<file path="config.mk">
export PLATFORM = sky130hd
export DESIGN_NAME = mng_xover_cell
export DESIGN_NICKNAME = d
export VERILOG_FILES = /design/src/hdl/multiband_noise_gate_defines.svh /design/src/hdl/mng_pkg.sv /design/src/hdl/mng_xover_cell.sv
export SDC_FILE = /design/constraint.sdc
export NUM_CORES = 2
export LEC_CHECK = 0
export ABC_CLOCK_PERIOD_IN_PS = 14500
export BUFFER_PORTS_ARGS = -buffer_cell sky130_fd_sc_hd__buf_2
export CAP_MARGIN = 15
export CELL_PAD_IN_SITES_DETAIL_PLACEMENT = 1
export CELL_PAD_IN_SITES_GLOBAL_PLACEMENT = 2
export CORE_AREA = 3 3 395 397
export DETAILED_ROUTE_END_ITERATION = 8
export DIE_AREA = 0 0 398 400
export MAX_ROUTING_LAYER = met4
export PLACE_DENSITY_LB_ADDON = 0.05
export SYNTH_ARGS = -nofsm -noshare
export SYNTH_HDL_FRONTEND = slang
export SYNTH_SLANG_ARGS = --single-unit
</file>
<file path="constraint.sdc">
create_clock -name clk -period 14.5 [get_ports clk]
set_input_delay 2.175 -clock clk [delete_from_list [all_inputs] [get_ports clk]]
set_output_delay 2.175 -clock clk [all_outputs]
set_load 0.02 [all_outputs]
</file>
<file path="src/hdl/multiband_noise_gate_defines.svh">
// ---------------------------------------------------------------------------
// multiband_noise_gate_defines.svh
// Assertion macros for the multiband noise gate.
// ---------------------------------------------------------------------------
`ifndef MULTIBAND_NOISE_GATE_DEFINES_SVH
`define MULTIBAND_NOISE_GATE_DEFINES_SVH
`ifndef SYNTHESIS
`define MNG_ASSERT(lbl, clk, rstn, prop, msg) \
	lbl: assert property (@(posedge clk) disable iff (!rstn) prop) else $error(msg);
`define MNG_NEVER(lbl, clk, rstn, expr, msg) \
	lbl: assert property (@(posedge clk) disable iff (!rstn) !(expr)) else $error(msg);
`else
`define MNG_ASSERT(lbl, clk, rstn, prop, msg)
`define MNG_NEVER(lbl, clk, rstn, expr, msg)
`endif
`endif

</file>
<file path="src/hdl/mng_pkg.sv">
// ---------------------------------------------------------------------------
// mng_pkg
// Shared types and constants of the multiband noise gate.
// ---------------------------------------------------------------------------
package mng_pkg;

	localparam int HIST_W = 32;
	localparam int MIX_W  = HIST_W + 17;
	localparam logic [31:0] DB_PER_LOG2_Q16 = 32'd394566;
	localparam logic signed [63:0] LEVEL_OFFSET_Q8 = 64'sd30720;
	localparam logic [15:0] UNITY_CODE = 16'hFFFF;

	typedef enum logic [2:0] {
		REG_LP_GAIN  = 3'd0,
		REG_HP_GAIN  = 3'd1,
		REG_FB_ONE   = 3'd2,
		REG_FB_TWO   = 3'd3,
		REG_SPAN     = 3'd4,
		REG_FLOOR    = 3'd5,
		REG_ATTACK   = 3'd6,
		REG_RELEASE  = 3'd7
	} reg_idx_t;

	typedef enum logic [1:0] {
		T_IDLE,
		T_XOVER,
		T_GATE,
		T_SUM
	} top_state_t;

	typedef enum logic [3:0] {
		G_IDLE,
		G_ENV1,
		G_ENV2,
		G_NORM,
		G_SQR,
		G_DB,
		G_DBR,
		G_SPAN,
		G_F2,
		G_SS,
		G_GN,
		G_MIX
	} gate_state_t;

	typedef struct packed {
		logic [15:0] att_coef;
		logic [15:0] rel_coef;
		logic [15:0] span;
		logic [15:0] floor_gain;
	} gate_cfg_t;

endpackage

</file>
<file path="src/hdl/mng_xover_cell.sv">
// ---------------------------------------------------------------------------
// mng_xover_cell
// One Linkwitz-Riley crossover: two highpass then two lowpass biquads on
// a shared multiplier. The highpass result is handed to the next cell as
// soon as it is ready.
// ---------------------------------------------------------------------------
module mng_xover_cell import mng_pkg::*; #(
	parameter int COEF_WIDTH = 21
) (
	input  logic                         clk,
	input  logic                         arst_n,
	input  logic                         start,
	input  logic signed [HIST_W-1:0]     x_in,
	input  logic [COEF_WIDTH-1:0]        lp_gain,
	input  logic [COEF_WIDTH-1:0]        hp_gain,
	input  logic signed [COEF_WIDTH-1:0] fb_one,
	input  logic signed [COEF_WIDTH-1:0] fb_two,
	output logic                         hp_valid,
	output logic signed [HIST_W-1:0]     hp_out,
	output logic                         done,
	output logic signed [HIST_W-1:0]     lp_out,
	output logic                         busy
);

	localparam int TW = HIST_W + 3;
	localparam int PW = COEF_WIDTH + 1 + TW;
	localparam int AW = PW + 3;
	localparam logic signed [AW-1:0] YMAX = (AW'(1) <<< (HIST_W - 1)) - AW'(1);
	localparam logic signed [AW-1:0] YMIN = -YMAX - AW'(1);
	localparam logic signed [AW-1:0] HALF = AW'(1) <<< (COEF_WIDTH - 2);

	logic                     busy_q;
	logic [1:0]               bq_q;
	logic [2:0]               ph_q;
	logic signed [HIST_W-1:0] x_q, bin_q, hp_q, lp_q;
	logic                     hpv_q, done_q;
	logic signed [PW-1:0]     prod_q;
	logic signed [AW-1:0]     acc_q;
	logic signed [HIST_W-1:0] x1_q [4];
	logic signed [HIST_W-1:0] x2_q [4];
	logic signed [HIST_W-1:0] y1_q [4];
	logic signed [HIST_W-1:0] y2_q [4];

	logic                     hp_sel;
	logic signed [TW-1:0]     taps, t_x1;
	logic signed [COEF_WIDTH:0] op_a;
	logic signed [TW-1:0]     op_b;
	logic signed [PW-1:0]     mult;
	logic signed [AW-1:0]     rnd;
	logic signed [HIST_W-1:0] y;

	assign hp_sel = !bq_q[1];
	assign t_x1   = TW'(x1_q[bq_q]) <<< 1;
	assign taps   = TW'(bin_q) + (hp_sel ? -t_x1 : t_x1) + TW'(x2_q[bq_q]);

	always_comb begin
		case (ph_q)
			3'd0: begin
				op_a = {1'b0, (hp_sel ? hp_gain : lp_gain)};
				op_b = taps;
			end
			3'd1: begin
				op_a = (COEF_WIDTH+1)'(fb_one);
				op_b = TW'(y1_q[bq_q]);
			end
			3'd2: begin
				op_a = (COEF_WIDTH+1)'(fb_two);
				op_b = TW'(y2_q[bq_q]);
			end
			default: begin
				op_a = '0;
				op_b = '0;
			end
		endcase
	end

	assign mult = PW'(op_a) * PW'(op_b);
	assign rnd  = (acc_q + HALF) >>> (COEF_WIDTH - 1);
	assign y    = (rnd > YMAX) ? HIST_W'(YMAX) : ((rnd < YMIN) ? HIST_W'(YMIN) : HIST_W'(rnd));

	always_ff @(posedge clk or negedge arst_n) begin
		if (!arst_n) begin
			busy_q <= 1'b0;
			bq_q   <= '0;
			ph_q   <= '0;
			hpv_q  <= 1'b0;
			done_q <= 1'b0;
			for (int i = 0; i < 4; i++) begin
				x1_q[i] <= '0;
				x2_q[i] <= '0;
				y1_q[i] <= '0;
				y2_q[i] <= '0;
			end
		end else begin
			hpv_q  <= 1'b0;
			done_q <= 1'b0;
			if (start) begin
				busy_q <= 1'b1;
				bq_q   <= '0;
				ph_q   <= '0;
			end else if (busy_q) begin
				if (ph_q == 3'd4) begin
					x2_q[bq_q] <= x1_q[bq_q];
					x1_q[bq_q] <= bin_q;
					y2_q[bq_q] <= y1_q[bq_q];
					y1_q[bq_q] <= y;
					ph_q <= '0;
					bq_q <= bq_q + 2'd1;
					if (bq_q == 2'd1) begin
						hpv_q <= 1'b1;
					end
					if (bq_q == 2'd3) begin
						done_q <= 1'b1;
						busy_q <= 1'b0;
					end
				end else begin
					ph_q <= ph_q + 3'd1;
				end
			end
		end
	end

	always_ff @(posedge clk) begin
		if (start) begin
			x_q   <= x_in;
			bin_q <= x_in;
		end else if (busy_q) begin
			prod_q <= mult;
			case (ph_q)
				3'd1: acc_q <= AW'(prod_q);
				3'd2, 3'd3: acc_q <= acc_q - (AW'(prod_q) <<< 1);
				3'd4: begin
					bin_q <= (bq_q == 2'd1) ? x_q : y;
					if (bq_q == 2'd1) begin
						hp_q <= y;
					end
					if (bq_q == 2'd3) begin
						lp_q <= y;
					end
				end
				default: ;
			endcase
		end
	end

	assign hp_valid = hpv_q;
	assign hp_out   = hp_q;
	assign done     = done_q;
	assign lp_out   = lp_q;
	assign busy     = busy_q;

endmodule

</file>
==> flow_summary.ini <==
[setup_path]
critical-path-slowest-cell = dfrtp_4
cpMostUsedCell = fa_1
start_kind = flop
timing.rr.end = prod_q[46]
end_kind = flop
crit_end = prod_q[46]
critPathMaxStageDelay_ns = 0.79
reg2regPathDepth = 39
required_ns = 14.93
r2r_start = bq_q[0]
crit_cells = 39
path_buf_inv = 6
crit_start = bq_q[0]
worstSetupPathType = reg2reg
cp_max_fo = 28
cp.arrival_ns = 14.24
path_delay_family = adder cells
r2r_setup_slack_ns = 0.69

[clock_tree]
clk_pin_slew_ns = 0.06
cts_tree = done
clock_tree.root_cell = clkbuf_16
cts.htree.levels = 3
cts_buffers = 83
clk_latency_ns = 0.70
clock_path_buffers = 3
postCtsSetupBuffers = 0
cts.sinks = 764

[synthesis]
synth_top_cell_by_area = fa_1
ys_types = 83
syn-num-nets = 7642
ys_seq_elements = 764
synth_top_area_frac = 0.236
synth_area_sq_um = 65700
ys_seq_area_frac = 0.310
synth_edf_count = 244
synth.area.top_cells = fa_1, dfrtp_1, edfxtp_1
ys.flop_type = dfrtp_1
yosysWarnings = 0
synthArstFlopShare = 0.681
syn_area_per_cell_sq_um = 10.1
syn_inst = 6481

[timing]
finalClockSkew_ns = 0.0476
tns_ns = 0
rsz0062_at_grt = false
setup_viol = 0
final.min_clock_period_ns = 13.81
max_freq_ghz = 0.0724
period_share = 0.952
hold_violations = 0
finalMaxSlewViolations = 0
worstMarginPinSlew_ns = 1.28
maxSlewHeadroom = 0.144
whs_ns = 0.472

[min_path]
worstHoldStart = x2_q[68]
hp-class = reg2reg

[cells_and_area]
fin_nets = 7735
final_common_cell = nand2_1
fin_area_sq_um = 72200
area_growth_pct = 9.91
postLayoutCoreUtil = 0.474
layout_common_cells = nand2_1, inv_1, fa_1
drive_above_1_share = 0.146

[route]
via_per_inst = 5.58
firstDrtPassIters = 5
wl_per_cell_um = 26.2
num_vias = 48433
dr.first_iter.drc_count = 3079
route.detailed.drc = 0
drtAntennaViolNets = 0
routed_wl_um = 228000

[global_route]
track_usage = 0.298
grt_max_degree = 108
antenna_found_initial = 2
grt_pass1_vias = 52191
grt_pass1_wl_um = 342000
gr-total-overflow = 0

[floorplanning]
die-area_sq_um = 159000
die_h_um = 400
num_io_pins = 186
core_sq_um = 152000
row_count = 143
initial_core_util = 0.431
die_w_um = 398

[placement]
dp_hpwl_um = 173000
port_buffers = 185
place.gp.congestion = 0.934
placed_cell_area_sq_um = 69300

[flow_run]
drv_cap = 0

[run_status]
outcome = complete, no violations
==> per-layer routing <==
layer | routed length (um) | vias to the layer above | GRT usage
met4 | 5400 | 0 | 0.0703
li1 | - | 21251 | -
met5 | 0 | - | -
met2 | 115000 | 1068 | 0.508
met1 | 98700 | 25898 | 0.388
met3 | 8700 | 216 | 0.0228
==> synth_stat cells, types with 37 or more instances <==
| master | n |
|---|---|
| clkbuf_1 | 278 |
| xor2_1 | 81 |
| and2_1 | 79 |
| a22oi_1 | 45 |
| a21oi_1 | 261 |
| inv_1 | 950 |
| mux2_2 | 280 |
| nand2_1 | 1032 |
| o21a_1 | 41 |
| edfxtp_1 | 244 |
| fa_1 | 776 |
| ha_1 | 266 |
| nand3_1 | 68 |
| xnor2_1 | 149 |
| mux4_2 | 127 |
| nor2_1 | 409 |
| o22ai_1 | 37 |
| dfrtp_1 | 520 |
| a21o_1 | 60 |
| o21ai_0 | 261 |
==> per-stage QoR <==
step | setup WS (ns) | std cells
after floorplan | 1.86 | 6481
after CTS | 0.397 | 8672
after global placement | 0.550 | 8517
final | 0.694 | 8674
after detailed placement | 0.389 | 8518
after global routing | 0.0323 | 8674
==> state kept, by name (all words and copies together) (netlist names) <==
register	flops
acc_q	59
bin_q	32
y1_q	128
bq_q	2
busy	1
lp_out	32
x_q	32
ph_q	3
done	1
hp_out	32
y2_q	128
prod_q	57
x2_q	128
hp_valid	1
x1_q	128
==> worst reg2reg max path, delay by kind of cell, from the launching register on <==
kind                     cells  cell delay [ns]
AND/OR/NAND/NOR             11             3.62
multiplexers                 1             0.71
flip-flops                   1             0.79
buffers and inverters        6             0.38
AO/OA/AOI/OAI                9             2.66
XOR/XNOR                     2             0.33
adder cells (fa/ha/maj)     10             5.06
==> layout make-up <==
cell class	count	area (sq um)
fill	16789	80100
multi-input combinational	4433	40700
sequential	764	20300
inverter	954	3580
tap	2030	2540
clock buffer	126	2510
timing repair buffer	338	2110
clock inverter	28	364
antenna	1	2.50
==> worst min path at each step <==
| stage | endpoint | slack (ns) | cells after the start |
|---|---|---|---|
| after floorplan | x2_q[89] | 0.44 | 2 |
| after global placement | y2_q[86] | 0.46 | 2 |
| after detailed placement | y2_q[86] | 0.46 | 2 |
| after CTS | y2_q[86] | 0.48 | 2 |
| after global routing | x2_q[68] | 0.50 | 2 |
| final | x2_q[68] | 0.47 | 2 |
==> cells by family after synthesis <==
family          share of synthesized area
compound gates                     0.0868
mux                                0.0964
buf+inv                            0.0742
simple gates                        0.115
fa+ha+maj                           0.287
flops                               0.310
xor+xnor                           0.0307
==> what timing repair did <==
item	4_1_cts	5_1_grt
hold buffers	0	0
hold endpoints to repair	0	0
resized for setup	0	3
endpoints found under the setup margin	0	7
Power is left out: the tool's default activity adds up to more than one toggle a clock period on the data nets, which glitch-free logic cannot reach.
