`config.mk`:
```
export PLATFORM = sky130hd
export DESIGN_NAME = mng_gate_cell
export DESIGN_NICKNAME = d
export VERILOG_FILES = /design/src/hdl/multiband_noise_gate_defines.svh /design/src/hdl/mng_pkg.sv /design/src/hdl/mng_gate_cell.sv
export SDC_FILE = /design/constraint.sdc
export NUM_CORES = 2
export LEC_CHECK = 0
export BUFFER_PORTS_ARGS = -buffer_cell sky130_fd_sc_hd__buf_2
export CAP_MARGIN = 20
export CORE_MARGIN = 2
export CORE_UTILIZATION = 45
export DETAILED_ROUTE_END_ITERATION = 6
export PLACE_DENSITY = 0.71
export SYNTH_ARGS = -nofsm -noshare
export SYNTH_HDL_FRONTEND = slang
export SYNTH_SLANG_ARGS = --single-unit
```
`constraint.sdc`:
```
create_clock -name clk -period 19.4 [get_ports clk]
set_clock_uncertainty 0.1 [all_clocks]
set_input_delay 2.91 -clock clk [delete_from_list [all_inputs] [get_ports clk]]
set_output_delay 2.91 -clock clk [all_outputs]
set_load 0.02 [all_outputs]
```
`src/hdl/multiband_noise_gate_defines.svh`:
```
// ---------------------------------------------------------------------------
// multiband_noise_gate_defines.svh
// Assertion macros for the multiband noise gate.
// ---------------------------------------------------------------------------
`ifndef MULTIBAND_NOISE_GATE_DEFINES_SVH
`define MULTIBAND_NOISE_GATE_DEFINES_SVH
`ifndef SYNTHESIS
`define MNG_ASSERT(lbl, clk, rstn, prop, msg) \
	lbl: assert property (@(posedge clk) disable iff (!rstn) prop) else $error(msg);
`define MNG_NEVER(lbl, clk, rstn, expr, msg) \
	lbl: assert property (@(posedge clk) disable iff (!rstn) !(expr)) else $error(msg);
`else
`define MNG_ASSERT(lbl, clk, rstn, prop, msg)
`define MNG_NEVER(lbl, clk, rstn, expr, msg)
`endif
`endif

```
`src/hdl/mng_pkg.sv`:
```
// ---------------------------------------------------------------------------
// mng_pkg
// Shared types and constants of the multiband noise gate.
// ---------------------------------------------------------------------------
package mng_pkg;

	localparam int HIST_W = 32;
	localparam int MIX_W  = HIST_W + 17;
	localparam logic [31:0] DB_PER_LOG2_Q16 = 32'd394566;
	localparam logic signed [63:0] LEVEL_OFFSET_Q8 = 64'sd30720;
	localparam logic [15:0] UNITY_CODE = 16'hFFFF;

	typedef enum logic [2:0] {
		REG_LP_GAIN  = 3'd0,
		REG_HP_GAIN  = 3'd1,
		REG_FB_ONE   = 3'd2,
		REG_FB_TWO   = 3'd3,
		REG_SPAN     = 3'd4,
		REG_FLOOR    = 3'd5,
		REG_ATTACK   = 3'd6,
		REG_RELEASE  = 3'd7
	} reg_idx_t;

	typedef enum logic [1:0] {
		T_IDLE,
		T_XOVER,
		T_GATE,
		T_SUM
	} top_state_t;

	typedef enum logic [3:0] {
		G_IDLE,
		G_ENV1,
		G_ENV2,
		G_NORM,
		G_SQR,
		G_DB,
		G_DBR,
		G_SPAN,
		G_F2,
		G_SS,
		G_GN,
		G_MIX
	} gate_state_t;

	typedef struct packed {
		logic [15:0] att_coef;
		logic [15:0] rel_coef;
		logic [15:0] span;
		logic [15:0] floor_gain;
	} gate_cfg_t;

endpackage

```
`src/hdl/mng_gate_cell.sv`:
```
// ---------------------------------------------------------------------------
// mng_gate_cell
// Per-band envelope follower, log2 level, smoothstep gain and band mix on
// one shared 32x32 multiplier.
// ---------------------------------------------------------------------------
module mng_gate_cell import mng_pkg::*; #(
	parameter int SAMPLE_WIDTH = 24
) (
	input  logic                     clk,
	input  logic                     arst_n,
	input  logic                     start,
	input  logic signed [HIST_W-1:0] band,
	input  gate_cfg_t                cfg,
	output logic                     busy,
	output logic [15:0]              gain,
	output logic [15:0]              level,
	output logic signed [MIX_W-1:0]  mix
);

	localparam logic [32:0] AMAX = (33'(1) << SAMPLE_WIDTH) - 33'(1);

	gate_state_t st_q, st_d;
	logic [31:0]             mag_q;
	logic                    neg_q, lneg_q;
	logic [SAMPLE_WIDTH-1:0] a_q, env_q;
	logic [15:0]             c_q, frac_q, lvl_q, gain_q;
	logic [63:0]             w_q;
	logic [31:0]             nm_q;
	logic [4:0]              sh_q;
	logic [3:0]              cnt_q;
	logic [16:0]             f_q, f2_q, s_q;
	logic signed [MIX_W-1:0] mix_q;

	logic [31:0] op_a, op_b, mag_in;
	logic [63:0] prod, env_sum;
	logic [32:0] mag_w, sq;
	logic [SAMPLE_WIDTH-1:0] a_in, env_next;
	logic [4:0]  nstep;
	logic        nzero;
	logic signed [6:0]  e_val;
	logic signed [22:0] l_val, l_mag;
	logic signed [63:0] db_v, db_r;
	logic [16:0] fl, f_raw, g_sum, geff;
	logic [63:0] f_full;

	assign mag_w  = (band < 0) ? -33'(band) : 33'(band);
	assign mag_in = mag_w[31:0];
	assign a_in   = (mag_w > AMAX) ? SAMPLE_WIDTH'(AMAX) : SAMPLE_WIDTH'(mag_w);
	assign env_sum  = w_q + prod + 64'd32768;
	assign env_next = SAMPLE_WIDTH'(env_sum >> 16);
	assign sq     = 33'(prod >> 31);
	assign e_val  = 7'(32 - SAMPLE_WIDTH) - 7'(sh_q);
	assign l_val  = {e_val, frac_q};
	assign l_mag  = l_val[22] ? -l_val : l_val;
	assign db_v   = lneg_q ? -$signed(w_q) : $signed(w_q);
	assign db_r   = ((db_v + 64'sd8388608) >>> 24) + LEVEL_OFFSET_Q8;
	assign fl     = (cfg.floor_gain == UNITY_CODE) ? 17'h10000 : {1'b0, cfg.floor_gain};
	assign f_full = prod >> 8;
	assign f_raw  = (f_full > 64'h10000) ? 17'h10000 : f_full[16:0];
	assign g_sum  = fl + 17'(prod >> 16);
	assign geff   = (gain_q == UNITY_CODE) ? 17'h10000 : {1'b0, gain_q};

	always_comb begin
		case (cnt_q[2:0])
			3'd0: begin nstep = 5'd16; nzero = (nm_q[31:16] == '0); end
			3'd1: begin nstep = 5'd8;  nzero = (nm_q[31:24] == '0); end
			3'd2: begin nstep = 5'd4;  nzero = (nm_q[31:28] == '0); end
			3'd3: begin nstep = 5'd2;  nzero = (nm_q[31:30] == '0); end
			default: begin nstep = 5'd1; nzero = !nm_q[31]; end
		endcase
	end

	always_comb begin
		op_a = '0;
		op_b = '0;
		case (st_q)
			G_ENV1: begin op_a = 32'(c_q); op_b = 32'(env_q); end
			G_ENV2: begin op_a = 32'(17'h10000 - 17'(c_q)); op_b = 32'(a_q); end
			G_SQR:  begin op_a = nm_q; op_b = nm_q; end
			G_DB:   begin op_a = 32'(l_mag); op_b = DB_PER_LOG2_Q16; end
			G_SPAN: begin op_a = 32'(lvl_q); op_b = 32'(cfg.span); end
			G_F2:   begin op_a = 32'(f_q); op_b = 32'(f_q); end
			G_SS:   begin op_a = 32'(f2_q); op_b = 32'(18'd196608 - 18'({f_q, 1'b0})); end
			G_GN:   begin op_a = 32'(17'h10000 - fl); op_b = 32'(s_q); end
			G_MIX:  begin op_a = mag_q; op_b = 32'(geff); end
			default: ;
		endcase
	end

	assign prod = 64'(op_a) * 64'(op_b);

	always_comb begin
		st_d = st_q;
		case (st_q)
			G_IDLE: if (start) st_d = G_ENV1;
			G_ENV1: st_d = G_ENV2;
			G_ENV2: st_d = (env_next == '0) ? G_SPAN : G_NORM;
			G_NORM: if (cnt_q == 4'd4) st_d = G_SQR;
			G_SQR:  if (cnt_q == 4'd15) st_d = G_DB;
			G_DB:   st_d = G_DBR;
			G_DBR:  st_d = G_SPAN;
			G_SPAN: st_d = G_F2;
			G_F2:   st_d = G_SS;
			G_SS:   st_d = G_GN;
			G_GN:   st_d = G_MIX;
			G_MIX:  st_d = G_IDLE;
			default: st_d = G_IDLE;
		endcase
	end

	always_ff @(posedge clk or negedge arst_n) begin
		if (!arst_n) begin
			st_q   <= G_IDLE;
			env_q  <= '0;
			gain_q <= UNITY_CODE;
			cnt_q  <= '0;
		end else begin
			st_q <= st_d;
			case (st_q)
				G_ENV2: begin
					env_q <= env_next;
					cnt_q <= '0;
				end
				G_NORM: cnt_q <= (cnt_q == 4'd4) ? 4'd0 : cnt_q + 4'd1;
				G_SQR:  cnt_q <= cnt_q + 4'd1;
				G_GN:   gain_q <= g_sum[16] ? UNITY_CODE : g_sum[15:0];
				default: ;
			endcase
		end
	end

	always_ff @(posedge clk) begin
		case (st_q)
			G_IDLE: begin
				mag_q <= mag_in;
				neg_q <= band[HIST_W-1];
				a_q   <= a_in;
				c_q   <= (a_in > env_q) ? cfg.att_coef : cfg.rel_coef;
			end
			G_ENV1: w_q <= prod;
			G_ENV2: begin
				nm_q   <= 32'(env_next);
				sh_q   <= '0;
				frac_q <= '0;
				lvl_q  <= '0;
			end
			G_NORM: begin
				if (nzero) begin
					nm_q <= nm_q << nstep;
					sh_q <= sh_q + nstep;
				end
			end
			G_SQR: begin
				if (sq[32]) begin
					frac_q[4'd15 - cnt_q] <= 1'b1;
					nm_q <= sq[32:1];
				end else begin
					nm_q <= sq[31:0];
				end
			end
			G_DB: begin
				w_q    <= prod;
				lneg_q <= l_val[22];
			end
			G_DBR: begin
				if (db_r < 0) begin
					lvl_q <= '0;
				end else if (db_r > 64'sd65535) begin
					lvl_q <= 16'hFFFF;
				end else begin
					lvl_q <= db_r[15:0];
				end
			end
			G_SPAN: f_q  <= f_raw;
			G_F2:   f2_q <= 17'(prod >> 16);
			G_SS:   s_q  <= 17'(prod >> 16);
			G_MIX:  mix_q <= neg_q ? -$signed(MIX_W'(prod)) : $signed(MIX_W'(prod));
			default: ;
		endcase
	end

	assign busy  = (st_q != G_IDLE);
	assign gain  = gain_q;
	assign level = lvl_q;
	assign mix   = mix_q;

endmodule

```
==> impl_metrics.json <==
{
  "ioPinCount": 181,
  "clock.fmax_mhz": 59.01,
  "grt_usage": 0.3242,
  "num_vias": 50290,
  "postRouteAntennaNets": 0,
  "rsz0062_at_grt": "false",
  "violations": "DRC",
  "crit_top_cell": "inv_1",
  "cts_tree": "yes",
  "numCtsBuffers": 40,
  "post_cts_buffers": 0,
  "ff2ff_setup_slack_ns": 3.62,
  "gp_congestion": 1.017,
  "period_needed_ns": 16.95,
  "r2r_cells": 45,
  "hold_class": "reg2reg",
  "outcome": "finished, violations left",
  "core.rowCount": 132,
  "dieHeight_um": 364.7,
  "synth_flop_cell": "edfxtp_1",
  "h-tree-depth": 2,
  "antenna_found_initial": 16,
  "synth-seq-cells": 355,
  "routedWlPerCell_um": 25.53,
  "setup_viol": 0,
  "grt_first_pass_wirelength_um": 319800,
  "tns_ns": 0,
  "clockBufferDepth": 3,
  "drv_slew": 0,
  "die_w_um": 364.7,
  "ys_seq_area_frac": 0.1784,
  "core_area_um2": 129300,
  "route.detailed.drc": 1,
  "initial_utilization": 0.4526,
  "hold_end": "env_q[5]",
  "synth_edf_count": 307,
  "syn_nets": 7976,
  "clock_sinks": 355,
  "relSlewSlack": 0.2070,
  "start_kind": "input port",
  "required_ns": 19.79,
  "dieArea_um2": 133000,
  "cp_max_fo": 19,
  "grt_overflow_total": 0,
  "crit_type": "in2reg",
  "drt_iter0_drc": 6031,
  "cts_resized": 0,
  "final-hold-violation-count": 0,
  "drive_above_1_share": 0.08183,
  "yosys-top-cells-count": "1,124 x inv_1, 898 x fa_1, 852 x nand2_1",
  "via_per_inst": 5.992,
  "grt_pass1_vias": 50212,
  "cts-root-buf": "clkbuf_16",
  "synth_top_area_frac": 0.3071,
  "crit_slowest_cell": "o311ai_1",
  "cts.clk_slew.worst_paths_ns": 0.07,
  "min_path_cells": 2,
  "synth_area_leader_cell": "fa_1",
  "synthArstFlopShare": 0.1352,
  "cp.arrival_ns": 17.33,
  "netlist_area_um2": 58530,
  "tightest_slew_ns": 1.189,
  "port_buffers": 180,
  "yosysWarnings": 0,
  "clk_latency_ns": 0.60,
  "nets": 8014,
  "yosysUniqueCellTypes": 92,
  "syn_area_per_cell_um2": 8.896,
  "dr.pass1.iters": 7,
  "timing.rr.start": "st_q[2]",
  "drt_wl_total_um": 214300,
  "hpwl_um": 172500,
  "min_from": "env_q[5]",
  "endpoint_kind": "flip-flop",
  "fin_crit_sh": 0.8735,
  "rr_endpoint": "st_q[2]",
  "synthToLayoutAreaGrowth_pct": 7.794,
  "synth_most_common_cell": "inv_1",
  "synth_area_leaders": "fa_1 31%, edfxtp_1 16%, ha_1 8.5%, inv_1 7.2%, nand2_1 5.5%",
  "cts-hold-fix-buffers": 0,
  "grt_max_degree": 66,
  "cap_violations": 0,
  "slowest_delay_ns": 0.84,
  "synthCells": 6580
}
## per-stage QoR
stage | hold WS [ns] | util | cells | worst slack [ns] | instance area [um2]
after floorplan | 0.3717 | - | 6580 | 3.574 | 58530
after global placement | 0.3872 | 0.4772 | 8316 | 2.415 | 61710
after detailed placement | 0.3955 | 0.4774 | 8317 | 2.282 | 61730
after CTS | 0.4078 | 0.4878 | 8389 | 2.801 | 63080
after global routing | 0.4421 | 0.4879 | 8392 | 1.968 | 63090
final | 0.4053 | 0.4879 | 8393 | 2.454 | 63100
## logic make-up after synthesis
family | after synthesis | synth area share
xor gates and xnor gates | 310 | 0.04651
AOI/OAI and AO/OA | 955 | 0.1085
adders and majority gates | 1297 | 0.3924
buffers and inverters | 1469 | 0.09482
DFF | 355 | 0.1784
muxes | 105 | 0.01883
and+or+nand+nor | 2089 | 0.1605
## metal layers
layer,up-vias,routed length [um],track usage
met5,-,154,0
met4,20,13850,0.1716
met3,727,28100,0.1073
met2,3098,91440,0.4790
met1,25034,80760,0.4213
li1,21411,-,-
## worst max path at each step
stage,start,end,slack [ns]
6_report,cfg[0],st_q[2],2.45
2_1_floorplan,cfg[4],nm_q[23],3.57
3_3_place_gp,cfg[0],nm_q[21],2.41
3_5_place_dp,cfg[0],st_q[2],2.28
5_1_grt,cfg[0],nm_q[23],1.97
4_1_cts,cfg[0],nm_q[23],2.80
## flip-flops by register name, summed over array words and instances, names as in the netlist
name	flops
level	16
env_q	24
c_q	16
st_q	4
f2_q	17
w_q	64
mag_q	32
nm_q	32
cnt_q	4
frac_q	16
s_q	17
lneg_q	1
neg_q	1
a_q	24
gain	16
f_q	17
sh_q	5
mix	49
## cell type report
class,instances,area (um2)
Antenna cell,3,7.507
Inverter,1127,4232
Fill cell,12068,66220
Clock buffer,53,1132
Timing Repair Buffer,338,2100
Sequential cell,355,10440
Multi-Input combinational cell,4756,42790
Tap cell,1742,2180
Clock inverter,19,217.7
## worst max-delay path: cells and delay by family
kind | cells | cell delay, ns
XOR/XNOR | 2 | 0.77
AO/OA/AOI/OAI | 11 | 4.57
AND/OR/NAND/NOR | 13 | 3.07
buffers and inverters | 9 | 0.84
adder cells (fa/ha/maj) | 12 | 5.16
## placed cells by master (no fill, tap or decap), types with 97 or more instances in the layout
cell / n
xor2_1: 97
buf_4: 157
a21oi_1: 226
edfxtp_1: 307
buf_2: 180
xnor2_1: 211
ha_1: 398
nor2_1: 620
inv_1: 1122
o21ai_0: 182
nand2_1: 851
fa_1: 898
Power is not shown: default switching activity piles up to over one toggle a cycle in this logic, so the estimate is an artifact.
